<file path="src/rtl/rmq_pkg.sv">
`default_nettype none
package rmq_pkg;

	localparam int MW    = 16;  // matrix entry width
	localparam int DW    = 17;  // off-diagonal sum or difference width
	localparam int QW    = 16;  // quaternion component width
	localparam int QUO_W = 15;  // quotient bits below the saturation point

	localparam logic [1:0] IDX_X = 2'd0;
	localparam logic [1:0] IDX_Y = 2'd1;
	localparam logic [1:0] IDX_Z = 2'd2;
	localparam logic [1:0] IDX_W = 2'd3;

	localparam logic signed [QW-1:0] Q_MAX = 16'sh7fff;
	localparam logic signed [QW-1:0] Q_MIN = -16'sh8000;

	typedef logic signed [DW-1:0] diff_t;

	// Sideband that travels with the square root: chosen index, invalid
	// flag and the three numerators in increasing component order.
	typedef struct packed {
		logic [1:0] idx;
		logic       inv;
		diff_t      da;
		diff_t      db;
		diff_t      dc;
	} side_t;

endpackage
`default_nettype wire

</file>
<file path="src/rtl/rmq_sqrt.sv">
`default_nettype none
module rmq_sqrt #(
	parameter int NW = 33,
	parameter int RW = 17
) (
	input  wire logic           clk,
	input  wire logic           arst_n,
	input  wire logic           en,
	input  wire logic           in_valid,
	input  wire logic [NW-1:0]  n,
	input  rmq_pkg::side_t      side_in,
	output logic                out_valid,
	output logic [RW-1:0]       root,
	output rmq_pkg::side_t      side_out
);
	import rmq_pkg::*;

	localparam int TW = 2*RW + 1;

	logic          valid_s [1:RW];
	logic [RW-1:0] root_s  [1:RW];
	logic [TW-1:0] rem_s   [1:RW-1];
	side_t         side_s  [1:RW];

	// one root bit per stage, most significant first
	for (genvar i = 0; i < RW; i++) begin : g_stage
		localparam int B = RW - 1 - i;
		logic          v_in;
		logic [RW-1:0] r_in;
		logic [TW-1:0] rem_in;
		side_t         sd_in;
		logic [TW-1:0] trial;
		logic          ge;

		if (i == 0) begin : g_first
			assign v_in   = in_valid;
			assign r_in   = '0;
			assign rem_in = TW'(n);
			assign sd_in  = side_in;
		end else begin : g_next
			assign v_in   = valid_s[i];
			assign r_in   = root_s[i];
			assign rem_in = rem_s[i];
			assign sd_in  = side_s[i];
		end

		assign trial = (TW'(r_in) << (B + 1)) + (TW'(1) << (2 * B));
		assign ge    = rem_in >= trial;

		always_ff @(posedge clk or negedge arst_n) begin
			if (!arst_n) begin
				valid_s[i+1] <= 1'b0;
			end else if (en) begin
				valid_s[i+1] <= v_in;
			end
		end

		always_ff @(posedge clk) begin
			if (en) begin
				root_s[i+1] <= r_in | (RW'(ge) << B);
				side_s[i+1] <= sd_in;
			end
		end

		if (i < RW - 1) begin : g_rem
			always_ff @(posedge clk) begin
				if (en) begin
					rem_s[i+1] <= ge ? rem_in - trial : rem_in;
				end
			end
		end
	end

	assign out_valid = valid_s[RW];
	assign root      = root_s[RW];
	assign side_out  = side_s[RW];

endmodule
`default_nettype wire

</file>
<file path="config.mk">
export PLATFORM = sky130hd
export DESIGN_NAME = rmq_sqrt
export DESIGN_NICKNAME = d
export VERILOG_FILES = /design/src/rtl/rmq_pkg.sv /design/src/rtl/rmq_sqrt.sv
export SDC_FILE = /design/constraint.sdc
export NUM_CORES = 1
export LEC_CHECK = 0
export ABC_AREA = 1
export BUFFER_PORTS_ARGS = -buffer_cell sky130_fd_sc_hd__buf_2
export CAP_MARGIN = 10
export CORE_ASPECT_RATIO = 1.2
export CORE_MARGIN = 4
export CORE_UTILIZATION = 56
export CTS_CLUSTER_DIAMETER = 50
export CTS_CLUSTER_SIZE = 8
export DETAILED_ROUTE_END_ITERATION = 8
export PLACE_DENSITY_LB_ADDON = 0.15
export SYNTH_ARGS = -nofsm -noshare
export SYNTH_HDL_FRONTEND = slang
export SYNTH_SLANG_ARGS = --single-unit
</file>
<file path="constraint.sdc">
create_clock -name clk -period 2 [get_ports clk]
set_input_delay 0.2 -clock clk [delete_from_list [all_inputs] [get_ports clk]]
set_output_delay 0.2 -clock clk [all_outputs]
set_load 0.005 [all_outputs]
</file>
# == Word level (Yosys, flattened, before mapping) ==
# Memory sizes are Yosys's and may differ from the RTL's.
# Index checks and enable logic that the tools add are counted.
# classes
bitwise,16
magnitude_cmp,17
n_addsub,32
n_mux,18
# op_table
operator,n
$mux W35,16
$ge A35 B19 Y1,1
$ge A35 B20 Y1,1
$ge A35 B21 Y1,1
$ge A35 B22 Y1,1
$ge A35 B23 Y1,1
$ge A35 B24 Y1,1
$ge A35 B25 Y1,1
$ge A35 B26 Y1,1
$ge A35 B27 Y1,1
$ge A35 B28 Y1,1
$ge A35 B29 Y1,1
$ge A35 B30 Y1,1
$ge A35 B31 Y1,1
$ge A35 B32 Y1,1
$ge A35 B33 Y1,1
$ge A35 B34 Y1,1
$sub A35 B20 Y35,1
$sub A35 B21 Y35,1
$sub A35 B22 Y35,1
$sub A35 B23 Y35,1
$sub A35 B24 Y35,1
$sub A35 B25 Y35,1
$sub A35 B26 Y35,1
43 further kinds,44
# totals
memories,3
out_inout_bits,72
register_bits,17
in_bits,91
mem_bits_rw,1767
wordCells,103
# mem_list
name,words,word_bits,rd,rd_clocked_by_memory_dff,wr,line,text
side_s,17,54,17,0,17,rmq_sqrt.sv:23,side_t side_s [1:RW];
rem_s,16,35,16,0,16,rmq_sqrt.sv:22,logic [TW-1:0] rem_s [1:RW-1];
root_s,17,17,17,0,17,rmq_sqrt.sv:21,logic [RW-1:0] root_s [1:RW];

# == Longest topological paths before layout ==
# Gate-level depths: netlist of the first run.
# An unclocked memory read counts as a cell.
# depth
ltp_word,4
ltp_mapped,16

# == Worst setup path before layout of the first run ==
# OpenSTA, ideal clock, no wires.
# synth_path
path_kind,reg2reg
startpoint,mem rem_s[7][26] (netlist bit)
endpoint,mem rem_s[8][26] (netlist bit) (data pin)
setup_time_ps,254
n_path_buf,1
slack_ps,-100
stages_incl_launch_ff,10
arrival_time_ps,1846
required_ps,1746
path_cell_list,edfxtp_1 -> ha_1 -> a21o_1 -> a21oi_4 -> nand2_2 -> nor3_4 -> nand2_4 -> buf_6 -> nand2_1 -> nand2_1
# synth_lines
item,line
start: declaration,rmq_sqrt.sv:22

==> flow_summary_export.csv, run 1 <==
group,metric,value,unit
timing,fin_tns_setup,-32.44,ns
power_and_ir_drop,combPwrFrac,17.7,%
floorplan,ioPinCount,163,
floorplan,die-height,387.8,um
grt,grt_pass1_wl,250400,um
placement,gp_congestion,0.9161,
floorplan,start_util,56.33,%
floorplan,dieArea,125800,sq um
drt,routed_wl,169800,um
floorplan,die_x,324.5,um
finish,final_cells,8626,
placement,dpl.cell_count,7946,
clock_network,clockRootBuffer,"clkbuf_16",
synth,async_flop_share,1.032,%
finish,drive_above_1_share,37.21,%
grt,grt_max_degree,89,
clock_network,clk_path_buf_depth,3,
clock_network,htreeDepth,4,
clock_network,clkLatencyLatePin,0.85,ns
timing,holdWs,0.06133,ns
setup_path,endpoint_kind,"register",
synth,yosysUniqueCellTypes,52,
finish,layout.nets,7264,
synth,avgSynthCellArea,12.45,sq um
finish,fillers,7135,
placement,post_dp_cell_area,76960,sq um
timing,hold_viol,0,
setup_path,crit_arrival,2.78,ns
power_and_ir_drop,p_int,0.07041,W
timing,slew_headroom,48.58,%
clock_network,clkSlewWorstSetupHoldPaths,0.05,ns
timing,worstMarginPinSlew,0.7688,ns
finish,layout_commonest_cell,"edfxtp_1",
timing,fmax,437.9,MHz
grt,grtUsageTotal,25.90,%
grt,grt_pass1_vias,45980,
power_and_ir_drop,clkPwrFrac,36.8,%
setup_path,path_max_fanout,6,
floorplan,coreArea,119500,sq um
placement,dp_slack,-0.6782,ns
power_and_ir_drop,p_switching,0.02494,W
synth,yosysWarnings,0,
synth,syn_area,67300,sq um
job,cap_violations,0,
power_and_ir_drop,seqPwrFrac,45.4,%
timing,finalMaxSlewViolations,0,
drt,drt_iter0_drc,2613,
status,violations,"setup timing",
synth,dominantRegCellSynth,"edfxtp_1",
power_and_ir_drop,swShare,26.16,%
synth,synth_edf_count,1630,
setup_path,startpoint_type,"register",
synth,ys_seq_elements,1647,
timing,grt_setup_unrepaired,"true",
placement,numPortBuffers,162,
finish,multi_input_comb_area,20140,sq um
drt,viasPerCell,5.202,
drt,drc,0,
finish,fin_area,92640,sq um
power_and_ir_drop,peakVddDrop,0.0008946,V
power_and_ir_drop,power_density,1029,nW/um^2
timing,clock-skew-final,0.09542,ns
timing,final-setup-viol-count,231,
clock_network,cts_buffers,232,
timing,fin_crit,2.284,ns
finish,layout_common_cells,"edfxtp_1 (1,630), buf_4 (946), nand2_1 (936)",
floorplan,num_rows,139,
placement,dp_hpwl,109800,um
grt,antenna_found_initial,0,
grt,grt.overflow.total,0,
drt,wl_per_cell,19.69,um
finish,syn2layout_area_growth,37.65,%
setup_path,critPathKind,"register to register",
clock_network,tritoncts,"yes",
power_and_ir_drop,leakagePower,38.21,nW
drt,ant_nets,0,
synth,seq_area_frac_synth,73.36,%
synth,syn_inst,5405,
drt,first_pass_iters,6,
finish,regArea,49370,sq um
drt,via_count,44870,
setup_path,crit_required,2.50,ns
status,status,"complete, but fails checks",
clock_network,cts_sinks,1647,
worst_hold_path,hold_class,"primary input to register",
timing,fin_crit_sh,114.2,%
timing,setup_ws,-0.2836,ns
layout make-up:
class                   instances  share of cell area [%]
diodes                          1                0.002701
well taps                    1551                   2.095
multi-input cells            2997                   21.74
inverters                     729                   3.037
flip-flops and latches       1647                   53.29
repair inverters                2                 0.02971
repair buffers               1398                   12.73
clock buffers                 267                   6.419
clock inverters                34                  0.6550
sequential cells by signal, indices dropped and copies added (netlist names):
signal	count
rem_s	559
root_s	153
side_s	918
g_stage.v_in	16
out_valid	1
layer usage:
metal,track usage [%],wire length (um),vias to the layer above,part of all wire (%)
met5,0,0,-,0
li1,-,-,21600,-
met4,15.44,11530,0,6.8
met3,3.425,5684,510,3.3
met1,27.35,59630,21550,35
met2,49.00,92970,1210,55
cells by family (layout without fill, tap and decap cells):
| group | after synthesis | count (layout) | share of synthesized area (%) |
|---|---|---|---|
| buffers and inverters | 767 | 2430 | 4.486 |
| other | 1 | 3 | 0.005572 |
| multiplexers | 1 | 1 | 0.01673 |
| flip-flops | 1647 | 1647 | 73.36 |
| AO/OA/AOI/OAI | 309 | 309 | 2.487 |
| AND/OR/NAND/NOR | 2377 | 2382 | 14.78 |
| adder cells (fa/ha/maj) | 166 | 166 | 3.086 |
| XOR/XNOR | 137 | 137 | 1.783 |
stage by stage:
step / power, W / utilization (%)
finish: 0.09535 / 77.54
global route: 0.09947 / 77.54
CTS: 0.09337 / 73.52
detailed placement: 0.05639 / 64.41
global placement: 0.05621 / 64.41
floorplan: 0.04939 / -
power groups by stage:
| stage | Combinational, W | Sequential [W] | Clock (W) |
|---|---|---|---|
| global placement | 0.0126 | 0.0436 | 0 |
| global route | 0.0184 | 0.0435 | 0.0376 |
| detailed placement | 0.0127 | 0.0437 | 0 |
| CTS | 0.0143 | 0.0432 | 0.0358 |
| finish | 0.0169 | 0.0433 | 0.0351 |
| floorplan | 0.00642 | 0.0430 | 0 |
worst max-delay path, stage by stage (launching register included):
cell	delay, ns
edfxtp_1	0.52
ha_4	0.38
nand2_4	0.07
nor2_4	0.10
nand3_2	0.10
inv_2	0.08
nand2_2	0.05
nor2_2	0.13
nor2_2	0.07
nand2_4	0.10
inv_8	0.07
buf_12	0.14
nand2_4	0.06
o21ai_4	0.07
cell usage after synthesis (6+ instances only):
library cell | count | area share [%]
a21oi_1 | 171 | 1.3
a21oi_2 | 8 | 0.10
and2_1 | 9 | 0.084
buf_2 | 11 | 0.082
buf_4 | 8 | 0.089
buf_6 | 11 | 0.18
dfrtp_1 | 17 | 0.63
edfxtp_1 | 1630 | 73
ha_1 | 166 | 3.1
inv_1 | 723 | 4.0
nand2_1 | 1399 | 7.8
nand2_2 | 11 | 0.10
nand3_1 | 277 | 2.1
nand3b_1 | 28 | 0.31
nand4_1 | 82 | 0.76
nor2_1 | 455 | 2.5
nor2_2 | 6 | 0.056
nor3_1 | 50 | 0.37
nor4_1 | 29 | 0.27
o21a_1 | 8 | 0.089
o21ai_0 | 101 | 0.75
xnor2_1 | 41 | 0.53
xor2_1 | 96 | 1.2
repair_timing:
action,4_1_cts,5_1_grt
gates cloned,16,19
pin swaps,140,316
resized for setup,505,1000
hold buffers,123,0
hold endpoints to repair,295,0
buffers inserted,101,140
endpoints found under the setup margin,275,293
worst paths after layout:
path	startpoint	to	slack, ns	cells after the start
max	rem_s[12][18]	rem_s[13][11]	-0.28	13
min	side_in[30]	side_s[0][84]	0.06	2
max reg2reg	rem_s[12][18]	rem_s[13][11]	-0.28	13
min reg2reg	side_s[0][137]	side_s[0][191]	0.34	0
max in group asynchronous	arst_n	out_valid	1.00	3
min in group asynchronous	arst_n	g_stage[2].v_in	0.51	3
Power figures use the tool's default switching activity.
==> run 2: changes to the inputs <==
Settings changed: CORE_UTILIZATION 56 to 63.
Clock period 2 ns to 3 ns, I/O delays scaled along.
==> run 2 against run 1 <==
  * The run now ends clean
  * Clock skew is 0.020 ns lower
  * Utilization is 4.4 points lower
  * Combinational power is 61% lower
  * Via count is 8.6% lower
  * Global-route usage is 2.5 points higher
  * Largest power group unchanged
==> flow_summary_export.csv, run 2 (same netlist as run 1, synthesis figures left out) <==
group,metric,value,unit
job,cap_violations,0,
finish,layout_common_cells,"edfxtp_1 (1,630), nand2_1 (1,399), inv_1 (723)",
grt,antenna_found_initial,2,
floorplan,start_util,63.37,%
clock_network,clkSlewWorstSetupHoldPaths,0.06,ns
floorplan,die_x,306.4,um
clock_network,clockRootBuffer,"clkbuf_16",
worst_hold_path,hold-path-endpoint,"rem_s[1][8]",
drt,routed_wl,157800,um
power_and_ir_drop,power_density,752.0,nW/um^2
worst_hold_path,worstHoldStart,"n[8]",
finish,reg_top3,"side_s: 918 flops, rem_s: 559 flops, root_s: 153 flops",
finish,largest_register_ffs,918,
finish,drive_above_1_share,9.196,%
drt,drc,0,
status,status,"complete, no violations",
grt,grt_max_degree,129,
setup_path,critPathKind,"register to register",
grt,grt.overflow.total,0,
timing,worstMarginPinSlew,0.7723,ns
clock_network,tritoncts,"yes",
clock_network,clk_path_buf_depth,3,
worst_hold_path,min_path_cells,2,
finish,top_register,"side_s",
timing,finalMaxSlewViolations,0,
grt,grt_pass1_wl,241800,um
clock_network,clkLatencyLatePin,0.84,ns
finish,n_antenna_cell,0,
timing,fin_crit,2.835,ns
setup_path,crit_required,3.51,ns
floorplan,dieArea,112100,sq um
power_and_ir_drop,peakVddDrop,0.0006782,V
setup_path,path_max_fanout,5,
setup_path,crit_arrival,3.34,ns
drt,first_pass_iters,6,
floorplan,ioPinCount,163,
clock_network,cts_buffers,228,
finish,layout_commonest_cell,"edfxtp_1",
floorplan,coreArea,106200,sq um
drt,ant_nets,0,
setup_path,r2r_start,"rem_s[15][7]",
clock_network,htreeDepth,4,
setup_path,r2r_end,"rem_s[16][24]",
drt,viasPerCell,5.565,
drt,via_count,40990,
setup_path,endpoint_kind,"register",
setup_path,startpoint,"rem_s[15][7]",
timing,fmax,352.7,MHz
finish,fin_area,77680,sq um
placement,dp_hpwl,100500,um
timing,final-setup-viol-count,0,
placement,gp_congestion,0.9244,
drt,drt_iter0_drc,3859,
timing,slew_headroom,47.97,%
finish,syn2layout_area_growth,15.42,%
floorplan,die-height,366.0,um
drt,wl_per_cell,21.42,um
worst_hold_path,hold_class,"primary input to register",
grt,grt_pass1_vias,42490,
clock_network,cts_sinks,1647,
placement,post_dp_cell_area,70530,sq um
timing,grt_setup_unrepaired,"false",
setup_path,rr_worst_depth,10,
placement,numPortBuffers,162,
timing,fin_crit_sh,94.50,%
floorplan,num_rows,131,
timing,fin_tns_setup,0,ns
timing,hold_viol,0,
setup_path,ff2ff_setup_slack,0.16,ns
timing,clock-skew-final,0.07521,ns
grt,grtUsageTotal,28.37,%
setup_path,startpoint_type,"register",
power_and_ir_drop,leakagePower,31.65,nW
finish,layout.nets,6188,
## run 2: changes by cell type in the layout (fill, tap and decap cells not counted), sizes merged
cell,change
clkbuf,-35
nor2,+1
clkinvlp,-4
clkinv,-4
diode,-1
nand2,-5
bufinv,-2
dlygate4sd3,-32
buf,-1023
## run 2: metal layers
metal	part of all wire (%)	track usage [%]
met4	5.2	13.72
met2	53	51.12
met5	0	0
met3	5.7	4.527
met1	36	33.03
## run 2: worst max path at each step
| stage | to | slack (ns) | cells past startpoint |
|---|---|---|---|
| 2_1_floorplan | rem_s[8][26] | 0.90 | 9 |
| 3_3_place_gp | rem_s[16][29] | 0.35 | 11 |
| 3_5_place_dp | rem_s[16][4] | 0.19 | 12 |
| 4_1_cts | rem_s[16][5] | 0.03 | 12 |
| 5_1_grt | rem_s[16][2] | 0.06 | 11 |
| 6_report | rem_s[16][24] | 0.16 | 10 |
## run 2: per-stage QoR
stage / worst slack (ns) / total power [W] / hold slack [ns] / instances / utilization, %
2_1_floorplan: 0.9003 / 0.03286 / 0.004409 / 5406 / -
3_3_place_gp: 0.3460 / 0.03531 / 0.2286 / 7005 / 66.40
3_5_place_dp: 0.1865 / 0.03546 / 0.2410 / 7005 / 66.40
4_1_cts: 0.03268 / 0.05866 / 0.1063 / 7365 / 73.13
5_1_grt: 0.05979 / 0.06085 / 0.1483 / 7366 / 73.14
6_report: 0.1649 / 0.05842 / 0.1769 / 7366 / 73.14
## run 2: area by class of cell
type                    instances  area [sq um]
well taps                    1396          1747
clock inverters                26         429.2
fillers                      6766         28530
clock buffers                 243          5804
flip-flops and latches       1647         49370
repair buffers                332          2668
inverters                     729          2736
multi-input cells            2993         14930
## run 2: what timing repair did
item	CTS	global route
hold endpoints to repair	144	0
setup endpoints to repair	0	31
hold buffers	91	0
buffers inserted	0	0
resized for setup	0	1
## run 2: power by group
part           internal, W  switching, W
logic              0.00216       0.00444
registers           0.0277       0.00119
clock network       0.0136       0.00934
## run 2: critical path: stages, from the launching register on
cell	delay, ns
edfxtp_1	0.45
ha_1	0.52
nand2_1	0.16
nor2_1	0.37
nand2_1	0.12
nand3_1	0.23
nand2_1	0.09
nand2_1	0.26
nand2_1	0.13
nand3_1	0.10
a21oi_1	0.08
