`config.mk`:
```
export PLATFORM = sky130hd
export DESIGN_NAME = rmq_front
export DESIGN_NICKNAME = d
export VERILOG_FILES = /design/src/rtl/rmq_pkg.sv /design/src/rtl/rmq_front.sv
export SDC_FILE = /design/constraint.sdc
export NUM_CORES = 1
export LEC_CHECK = 0
export ABC_CLOCK_PERIOD_IN_PS = 8310
export BUFFER_PORTS_ARGS = -buffer_cell sky130_fd_sc_hd__clkbuf_2
export CORE_MARGIN = 2
export CORE_UTILIZATION = 35
export CTS_CLUSTER_DIAMETER = 40
export CTS_CLUSTER_SIZE = 14
export DETAILED_ROUTE_END_ITERATION = 6
export PLACE_DENSITY_LB_ADDON = 0.08
export RECOVER_POWER = 25
export SYNTH_ARGS = -nofsm -noshare
export SYNTH_HDL_FRONTEND = slang
export SYNTH_SLANG_ARGS = --single-unit
```
`constraint.sdc`:
```
create_clock -name clk -period 8.31 [get_ports clk]
set_clock_uncertainty 0.05 [all_clocks]
set_input_delay 0 -clock clk [delete_from_list [all_inputs] [get_ports clk]]
set_output_delay 0 -clock clk [all_outputs]
set_load 0.02 [all_outputs]
```
`src/rtl/rmq_pkg.sv`:
```
`default_nettype none
package rmq_pkg;

	localparam int MW    = 16;  // matrix entry width
	localparam int DW    = 17;  // off-diagonal sum or difference width
	localparam int QW    = 16;  // quaternion component width
	localparam int QUO_W = 15;  // quotient bits below the saturation point

	localparam logic [1:0] IDX_X = 2'd0;
	localparam logic [1:0] IDX_Y = 2'd1;
	localparam logic [1:0] IDX_Z = 2'd2;
	localparam logic [1:0] IDX_W = 2'd3;

	localparam logic signed [QW-1:0] Q_MAX = 16'sh7fff;
	localparam logic signed [QW-1:0] Q_MIN = -16'sh8000;

	typedef logic signed [DW-1:0] diff_t;

	// Sideband that travels with the square root: chosen index, invalid
	// flag and the three numerators in increasing component order.
	typedef struct packed {
		logic [1:0] idx;
		logic       inv;
		diff_t      da;
		diff_t      db;
		diff_t      dc;
	} side_t;

endpackage
`default_nettype wire

```
`src/rtl/rmq_front.sv`:
```
`default_nettype none
module rmq_front #(
	parameter int FRAC_BITS = 14,
	parameter int EW        = 20
) (
	input  wire logic                          clk,
	input  wire logic                          arst_n,
	input  wire logic                          en,
	input  wire logic                          in_valid,
	input  wire logic signed [rmq_pkg::MW-1:0] m11,
	input  wire logic signed [rmq_pkg::MW-1:0] m12,
	input  wire logic signed [rmq_pkg::MW-1:0] m13,
	input  wire logic signed [rmq_pkg::MW-1:0] m21,
	input  wire logic signed [rmq_pkg::MW-1:0] m22,
	input  wire logic signed [rmq_pkg::MW-1:0] m23,
	input  wire logic signed [rmq_pkg::MW-1:0] m31,
	input  wire logic signed [rmq_pkg::MW-1:0] m32,
	input  wire logic signed [rmq_pkg::MW-1:0] m33,
	output logic                               out_valid,
	output logic signed [EW-1:0]               e_big,
	output rmq_pkg::side_t                     side
);
	import rmq_pkg::*;

	localparam logic signed [EW-1:0] ONE = {{(EW-1){1'b0}}, 1'b1} << FRAC_BITS;

	logic                 valid_s1;
	logic signed [EW-1:0] ex_s1, ey_s1, ez_s1, ew_s1;
	diff_t                sxy_s1, sxz_s1, syz_s1, dx_s1, dy_s1, dz_s1;

	logic                 valid_s2;
	logic signed [EW-1:0] ebig_s2;
	side_t                side_s2;

	logic [1:0]           big;
	logic signed [EW-1:0] best;
	side_t                side_d;

	always_ff @(posedge clk or negedge arst_n) begin
		if (!arst_n) begin
			valid_s1 <= 1'b0;
			valid_s2 <= 1'b0;
		end else if (en) begin
			valid_s1 <= in_valid;
			valid_s2 <= valid_s1;
		end
	end

	always_ff @(posedge clk) begin
		if (en) begin
			ex_s1  <= ONE + EW'(m11) - EW'(m22) - EW'(m33);
			ey_s1  <= ONE - EW'(m11) + EW'(m22) - EW'(m33);
			ez_s1  <= ONE - EW'(m11) - EW'(m22) + EW'(m33);
			ew_s1  <= ONE + EW'(m11) + EW'(m22) + EW'(m33);
			sxy_s1 <= DW'(m12) + DW'(m21);
			sxz_s1 <= DW'(m31) + DW'(m13);
			syz_s1 <= DW'(m23) + DW'(m32);
			dx_s1  <= DW'(m23) - DW'(m32);
			dy_s1  <= DW'(m31) - DW'(m13);
			dz_s1  <= DW'(m12) - DW'(m21);
			ebig_s2 <= best;
			side_s2 <= side_d;
		end
	end

	// strict greater-than keeps the lowest index on ties
	always_comb begin
		big  = IDX_X;
		best = ex_s1;
		if (ey_s1 > best) begin
			big  = IDX_Y;
			best = ey_s1;
		end
		if (ez_s1 > best) begin
			big  = IDX_Z;
			best = ez_s1;
		end
		if (ew_s1 > best) begin
			big  = IDX_W;
			best = ew_s1;
		end
	end

	always_comb begin
		side_d.idx = big;
		side_d.inv = best[EW-1];
		unique case (big)
			IDX_X: begin
				side_d.da = sxy_s1;
				side_d.db = sxz_s1;
				side_d.dc = dx_s1;
			end
			IDX_Y: begin
				side_d.da = sxy_s1;
				side_d.db = syz_s1;
				side_d.dc = dy_s1;
			end
			IDX_Z: begin
				side_d.da = sxz_s1;
				side_d.db = syz_s1;
				side_d.dc = dz_s1;
			end
			default: begin
				side_d.da = dx_s1;
				side_d.db = dy_s1;
				side_d.dc = dz_s1;
			end
		endcase
	end

	assign out_valid = valid_s2;
	assign e_big     = ebig_s2;
	assign side      = side_s2;

endmodule
`default_nettype wire

```
# Word level (Yosys, flattened, before mapping)

Index checks and enable logic that the tools add are counted.
W data, S select, Z words.

Logic and storage cells: 47
Register bits: 258
Input bits: 148

Magnitude comparators: 3
Reductions and logical operators: 1
Muxes and demuxes: 7
Add/sub/neg operators: 16
Equal/unequal tests: 2

Operators by type and width:

| cell                     | count |
|---|---|
| $pmux W51 S3             | 1 |
| $gt A20 B20 Y1           | 3 |
| $mux W20                 | 3 |
| $add A16 B16 Y17         | 3 |
| $sub A16 B16 Y17         | 3 |
| $add A18 B16 Y19         | 2 |
| $sub A18 B16 Y19         | 2 |
| $add A17 B16 Y18         | 2 |
| $sub A17 B16 Y18         | 2 |
| $add A16 B16 Y17 const A | 1 |
| $sub A16 B16 Y17 const A | 1 |
| $mux W2                  | 2 |
| $eq A2 B1 Y1 const B     | 1 |
| $eq A2 B2 Y1 const B     | 1 |
| $logic_not A2 Y1         | 1 |
| $mux W1                  | 1 |

# Logic depth before layout (Yosys ltp)

Gate-level depths: netlist of run 1.

Depth after elaboration: 8
Gate-level depth with buffers: 37
Depth with buffers taken out: 33

# Least setup slack after synthesis of run 1

OpenSTA, ideal clock, no wires.

Kind: register -> register
From: register ey_s1[18]
To: register side_s2 (netlist bit side[10]) (data pin)
Buffers on the path: 3
Period minus slack after synthesis: 7.614 ns
Setup slack: 0.696 ns
Stages on the path, launching flop included: 34
Data arrival time: 7.304 ns
Path through: edfxtp_1 -> ha_1 -> nand3_2 -> or4_4 -> a211oi_2 -> o21ai_1 -> a31oi_4 -> clkbuf_1 -> a21oi_1 -> ha_1 -> and4_1 -> nand4_1 -> nor3_1 -> and3_1 -> mux2i_1 -> o31ai_2 -> o21a_2 -> nor2_8 -> buf_6 -> mux2_4 -> ha_1 -> nor2b_1 -> o21a_1 -> o21ai_0 -> nand2b_1 -> a21oi_1 -> nor3_1 -> nor3_1 -> o21ai_0 -> and3_1 -> o31a_1 -> nor3_4 -> buf_4 -> mux2_2

RTL lines:

| what                   | line            | source |
|---|---|---|
| from (decl)            | rmq_front.sv:28 | `logic signed [EW-1:0] ex_s1, ey_s1, ez_s1, ew_s1;` |
| from (signal assigned) | rmq_front.sv:52 | `ey_s1 <= ONE - EW'(m11) + EW'(m22) - EW'(m33);` |
| to (signal assigned)   | rmq_front.sv:62 | `side_s2 <= side_d;` |
| to (decl)              | rmq_front.sv:33 | `side_t side_s2;` |

==> results of run 1 <==
[flip-flops by register name, summed over array words and instances (netlist names)]
register   flops
sxy_s1        17
side          53
syz_s1        17
ex_s1         19
ey_s1         19
ew_s1         18
dx_s1         16
dz_s1         16
out_valid      1
ez_s1         18
valid_s1       1
dy_s1         16
sxz_s1        17
e_big         19
[layer usage]
| layer | vias up | GRT usage, % | share of wire, % |
|---|---|---|---|
| met2 | 262 | 30.8 | 47 |
| met1 | 6751 | 24.5 | 47 |
| met3 | 64 | 2.82 | 3.7 |
| met5 | - | 0 | 0 |
| met4 | 0 | 3.96 | 1.7 |
| li1 | 7129 | - | - |
[power groups by stage]
| stage | logic, uW | registers [uW] | clock network [uW] |
|---|---|---|---|
| after floorplan | 3090 | 2420 | 0 |
| after global placement | 4560 | 2310 | 0 |
| after detailed placement | 4590 | 2300 | 0 |
| after CTS | 4680 | 2290 | 1860 |
| after global routing | 5240 | 2320 | 1910 |
| final | 4700 | 2280 | 1810 |
[path summary, 6_finish.rpt]
kind / depth (start not counted) / slack (ns) / to
setup reg to reg: 31 / 0.64 / side[1]
max in group asynchronous: 3 / 7.82 / out_valid
hold reg to reg: 1 / 0.46 / out_valid
setup / recovery: 31 / 0.64 / side[1]
min in group asynchronous: 3 / 0.26 / valid_s1
hold / removal: 6 / 0.01 / dx_s1[5]
[Yosys cell counts (7+ instances only)]
library cell    n
nand4_1        11
o21ai_1        30
ha_1          231
nand3_1        10
mux2_2         47
a21boi_0       19
nor3_1         38
a21oi_1       103
nor2_1        141
o21bai_1       21
a2111oi_0       7
mux2_4         10
a31oi_1        11
mux2i_1        37
nor2b_1        30
o21ai_0       102
xnor2_1        81
nand2b_1       16
inv_1         245
edfxtp_1      245
clkbuf_1       20
fa_1           75
o21a_1         10
nor4_1          7
nand2_1       102
and3_1         19
o31ai_1         9
xor2_1         41
a211oi_1        9
a21o_1         21
[final cells by class]
class	instances	area [um2]	area share [%]
Clock inverter	33	338	1.42
Multi-Input combinational cell	1312	10900	45.7
Tap cell	704	881	3.71
Clock buffer	50	1170	4.91
Timing Repair Buffer	335	2190	9.21
Sequential cell	247	7410	31.2
Inverter	245	920	3.87
[metrics by stage]
step | TNS [ns] | instance area, um2
floorplan | 0 | 19300
global placement | 0 | 21200
detailed placement | -0.244 | 21200
CTS | 0 | 23700
global route | 0 | 23800
finish | 0 | 23800
[worst register-to-register path: cells and delay by family, from the launching register on]
kind	cells	cell delay [ns]
flops	1	0.40
buf+inv	3	0.71
fa+ha+maj	3	1.04
compound gates	15	2.97
mux	2	0.78
simple gates	8	1.48
[cell families (layout without fill, tap and decap cells)]
family	Yosys count	count (layout)	synth area share, %
multiplexers	95	95	5.50
flip-flops	247	247	38.4
AND/OR/NAND/NOR	404	404	10.0
adder cells (fa/ha/maj)	307	307	22.8
XOR/XNOR	122	122	5.54
AO/OA/AOI/OAI	383	384	12.2
buffers and inverters	277	663	5.59
[timing repair]
item | CTS | global route
hold buffers | 98 | 0
setup endpoints to repair | 11 | 72
gates resized for setup | 0 | 10
hold endpoints to repair | 73 | 0
buffers inserted | 0 | 5
gates cloned | 1 | 0
pin swaps | 1 | 6
==> qor.txt, run 1 <==
Status = finished, violations left
Failing checks = capacitance limit, slew limit
Largest delay share family, worst path = compound AO/OA/AOI/OAI gates
Clock buffer depth = 3
Worst slew pin tran = 6.51 ns
Worst Setup SP = ey_s1[18]
Total GRT Usage = 18.2%
Area grow syn2layout = 23.2%
Hpwl dp = 40400 um
Slew Limit Fails = 118
Synth cell types = 68
CTS root buf = clkbuf_16
Fin cells = 2926
Nets = 2641
Hold Slack = 0.0105 ns
Gate power share = 53.4%
Placer Congestion = 0.846
Endpoints failing setup = 0
Post-synth ARST share = 0.810%
CP dominant cell by count = a21oi_1
Final Hold Vio Count = 0
Initial antenna violation count = 0
Worst vdd ir = 0.460 mV
Die area = 57000 um2
Max-cap violations = 1
Synthesized area = 19300 um2
Congestion Overflow GR = 0
Worst-path clk slew = 0.05 ns
Synth Net Count = 2289
Vias per cell = 4.86
Final routed DRC violation total = 0
Max stage delay on crit path = 0.59 ns
Core ar. = 54800 um2
Pwr Density = 370 nW/um2
Worst skew pair latency = 0.56 ns
Final core utilization = 43.4%
IO Pins = 223
First-pass detailed-route iteration total = 5
Place WS = -0.0364 ns
Peak Freq = 0.130 GHz
Crit path max fanout = 25
Slew headroom = -334%
Most frequent cells in the layout = 245 x inv_1, 245 x edfxtp_1, 229 x ha_1
H-tree depth = 2
Yosys top cell area share = 38.1%
CP arrival = 7.92 ns
Die H = 239 um
LEAKAGE = 0.0104 uW
Pint = 5120 uW
Row cnt = 86
Sequential cell area fraction in the yosys report = 38.4%
Crit path buf inv count = 3
Vias in the first global route = 14600
Crit end category = flip-flop
Yosys warning count = 0
Largest cells by area after synthesis = edfxtp_1 38%, ha_1 15%, fa_1 7.8%, inv_1 4.8%, xnor2_1 3.7%
Switch share = 41.8%
Detail Route Antenna Nets = 0
Flops & latches, synth = 247
Top FF cell, synth = edfxtp_1
Cell taking the most area after synthesis = edfxtp_1
Worst Path Required = 8.56 ns
CTS buffer count = 46
CTS Sinks = 247
Placed insts = 2740
WL/cell = 17.6 um
Port Buffer Count = 222
Number of inserted diodes = 0
Slowest stage cell, crit path = or4_4
Clk pwr share = 20.6%
Post-Syn Area per Cell = 10.5 um2
Detailed-route wire length = 51500 um
First-pass GRT wire length = 80100 um
Tot Pwr = 8790 uW
Fin crit period = 7.67 ns
Via count = 14200
Crit path kind = reg2reg
Mapped Cells = 1835
CP Launch Type = flip-flop
RSZ-0062 raised after global routing = no
Period utilization = 92.3%
Number of flops mapped to enable cells by yosys = 245
CTS tree = done
Largest net degree at the start of global routing = 118
Setup WS post-layout = 0.639 ns
Sequential Power Share = 26.0%
Fill cells = 5276
Worst r2r src = ey_s1[18]
Net switching power = 3680 uW
First DRT Iteration DRCs = 780
Share of cells above drive strength 1 = 16.1%
Hold Path Class = in2reg
Starting Density = 35.2%
Hold Crit Start = m23[4]
Horiz. Die Dim = 239 um
No activity file was read; power rests on OpenSTA's default activity.
==> run 2, diff against run 1 <==
--- a/config.mk
+++ b/config.mk
@@ -12,6 +12,7 @@
 export CTS_CLUSTER_DIAMETER = 40
 export CTS_CLUSTER_SIZE = 14
 export DETAILED_ROUTE_END_ITERATION = 6
+export MAX_ROUTING_LAYER = met4
 export PLACE_DENSITY_LB_ADDON = 0.08
 export RECOVER_POWER = 25
 export SYNTH_ARGS = -nofsm -noshare
==> qor.txt, run 2 (synthesis gave the netlist of run 1 again) <==
Max stage delay on crit path = 0.59 ns (about the same)
Via count = 14300 (+0.56%)
Total GRT Usage = 18.8% (+0.63 points)
Fin crit period = 7.86 ns (+0.186 ns)
Crit path max fanout = 11 (-56%)
Final core utilization = 44.0% (+0.61 points)
Slew Limit Fails = 105 (-11%)
Worst Path Required = 8.58 ns (+0.02 ns)
Endpoints failing setup = 0 (unchanged)
Vias in the first global route = 14500 (-1.1%)
Flop2flop setup slack = 0.45 ns (-0.19 ns)
CP Launch Type = flip-flop
Worst vdd ir = 0.494 mV (+7.6%)
Row cnt = 86 (unchanged)
Placed Instance Area = 21200 um2 (about the same)
Clock buffer depth = 3 (unchanged)
Placer Congestion = 0.855 (+1.1%)
Pwr Density = 371 nW/um2 (+0.35%)
Worst r2r dst = side[9]
Core ar. = 54800 um2 (unchanged)
Detailed-route wire length = 52000 um (+1.0%)
Worst r2r src = ey_s1[18]
CTS root buf = clkbuf_16
End of the worst hold path = syz_s1[1]
Number of inserted diodes = 0 (unchanged)
First-pass detailed-route iteration total = 5 (unchanged)
CP arrival = 8.12 ns (+0.20 ns)
Crit path buf inv count = 2 (-1)
Slew headroom = -280% (+54 points)
Congestion Overflow GR = 0 (unchanged)
Hold Path Class = in2reg
Worst skew pair latency = 0.58 ns (+0.02 ns)
Hold Path Stages = 4 (-2)
Hpwl dp = 40500 um (+0.33%)
Slowest stage cell, crit path = or4_4
First DRT Iteration DRCs = 664 (-15%)
Die area = 57000 um2 (unchanged)
Tot Pwr = 8950 uW (+1.8%)
Final Hold Vio Count = 0 (unchanged)
Nets = 2664 (+0.87%)
Most frequent cells in the layout = 245 x inv_1, 245 x edfxtp_1, 230 x ha_1
Failing checks = capacitance limit, slew limit
H-tree depth = 2 (unchanged)
Peak Freq = 0.127 GHz (-2.4%)
CTS buffer count = 46 (unchanged)
Max FFs per register = 53 (unchanged)
Period utilization = 94.5% (+2.2 points)
Worst slew pin tran = 5.70 ns (-0.805 ns)
Worst-path clk slew = 0.05 ns (about the same)
Largest delay share family, worst path = simple AND/OR/NAND/NOR gates
Fill cells = 5186 (-1.7%)
Largest net degree at the start of global routing = 105 (-11%)
Port Buffer Count = 222 (unchanged)
Area grow syn2layout = 24.9%
Starting Density = 35.2% (unchanged)
Status = finished, violations left
Place WS = 0.0327 ns (+0.0691 ns)
CTS tree = done
Crit end category = flip-flop
Die H = 239 um (unchanged)
Cells on worst reg2reg path = 31 (unchanged)
CTS Sinks = 247 (unchanged)
WL/cell = 17.6 um (+0.12%)
Vias per cell = 4.84 (-0.32%)
Initial antenna violation count = 0 (unchanged)
Hold Slack = 0.0211 ns (+0.0106 ns)
Detail Route Antenna Nets = 0 (unchanged)
LEAKAGE = 0.0106 uW (+1.6%)
First-pass GRT wire length = 80000 um (-0.16%)
Hold Crit Start = m23[1]
Post-Layout Inst Area = 24100 um2 (+1.4%)
Share of cells above drive strength 1 = 16.0% (-0.097 points)
Setup WS post-layout = 0.453 ns (-0.186 ns)
Max-cap violations = 1 (unchanged)
Crit path kind = reg2reg
Horiz. Die Dim = 239 um (unchanged)
IO Pins = 223 (unchanged)
Final routed DRC violation total = 0 (unchanged)
run 2: cell count changes in the layout (fill, tap and decap cells not counted), moves of 2 or more:
cell           delta
dlygate4sd3_1    +21
buf_4             +4
bufinv_16         +4
clkbuf_2          +3
buf_6             -2
clkbuf_1          -2
clkinv_1          +2
clkinv_2          -2
clkinvlp_4        -2
inv_16            +2
inv_8             -2
run 2: final cells by class:
class	instances	area, um2	area share, %
repair buffers	358	2410	10.0
clock inverters	35	458	1.90
flip-flops and latches	247	7410	30.7
multi-input cells	1312	10900	45.0
inverters	245	920	3.82
well taps	704	881	3.66
clock buffers	51	1170	4.85
run 2: worst max path at each step:
stage / startpoint / endpoint / slack [ns] / cells past startpoint
2_1_floorplan: ey_s1[18] / side[10] / 0.70 / 33
3_3_place_gp: ey_s1[18] / side[9] / 0.31 / 31
3_5_place_dp: ey_s1[18] / side[9] / 0.03 / 31
4_1_cts: ey_s1[18] / side[10] / 0.03 / 31
5_1_grt: ey_s1[18] / side[13] / -0.003 / 33
6_report: ey_s1[18] / side[9] / 0.45 / 31
run 2: tightest hold or removal path: cells and delay by family:
| family | cells | cell delay [ns] |
|---|---|---|
| buffers and inverters | 3 | 0.28 |
| adders and majority gates | 1 | 0.20 |
run 2: routing by layer:
layer	vias up	GRT usage (%)	share of wire, %
met3	64	2.59	3.9
li1	7190	-	-
met1	6724	24.8	47
met4	0	4.87	2.0
met2	308	30.5	47
met5	-	-	0
run 2: per-stage QoR:
stage	setup TNS, ns	std cells
after floorplan	0	1835
after global placement	0	2741
after detailed placement	0	2741
after CTS	0	2946
after global routing	-0.00515	2952
final	0	2952
run 2: timing repair:
item,in CTS,in global routing
endpoints found under the setup margin,0,72
buffers inserted,0,5
resized for setup,0,5
hold buffers,119,0
endpoints found under the hold margin,182,0
run 2: report_power, final:
part | internal, uW | switching, uW
Sequential | 2050 | 231
Clock | 1260 | 700
Combinational | 1950 | 2760
Total | 5260 | 3690
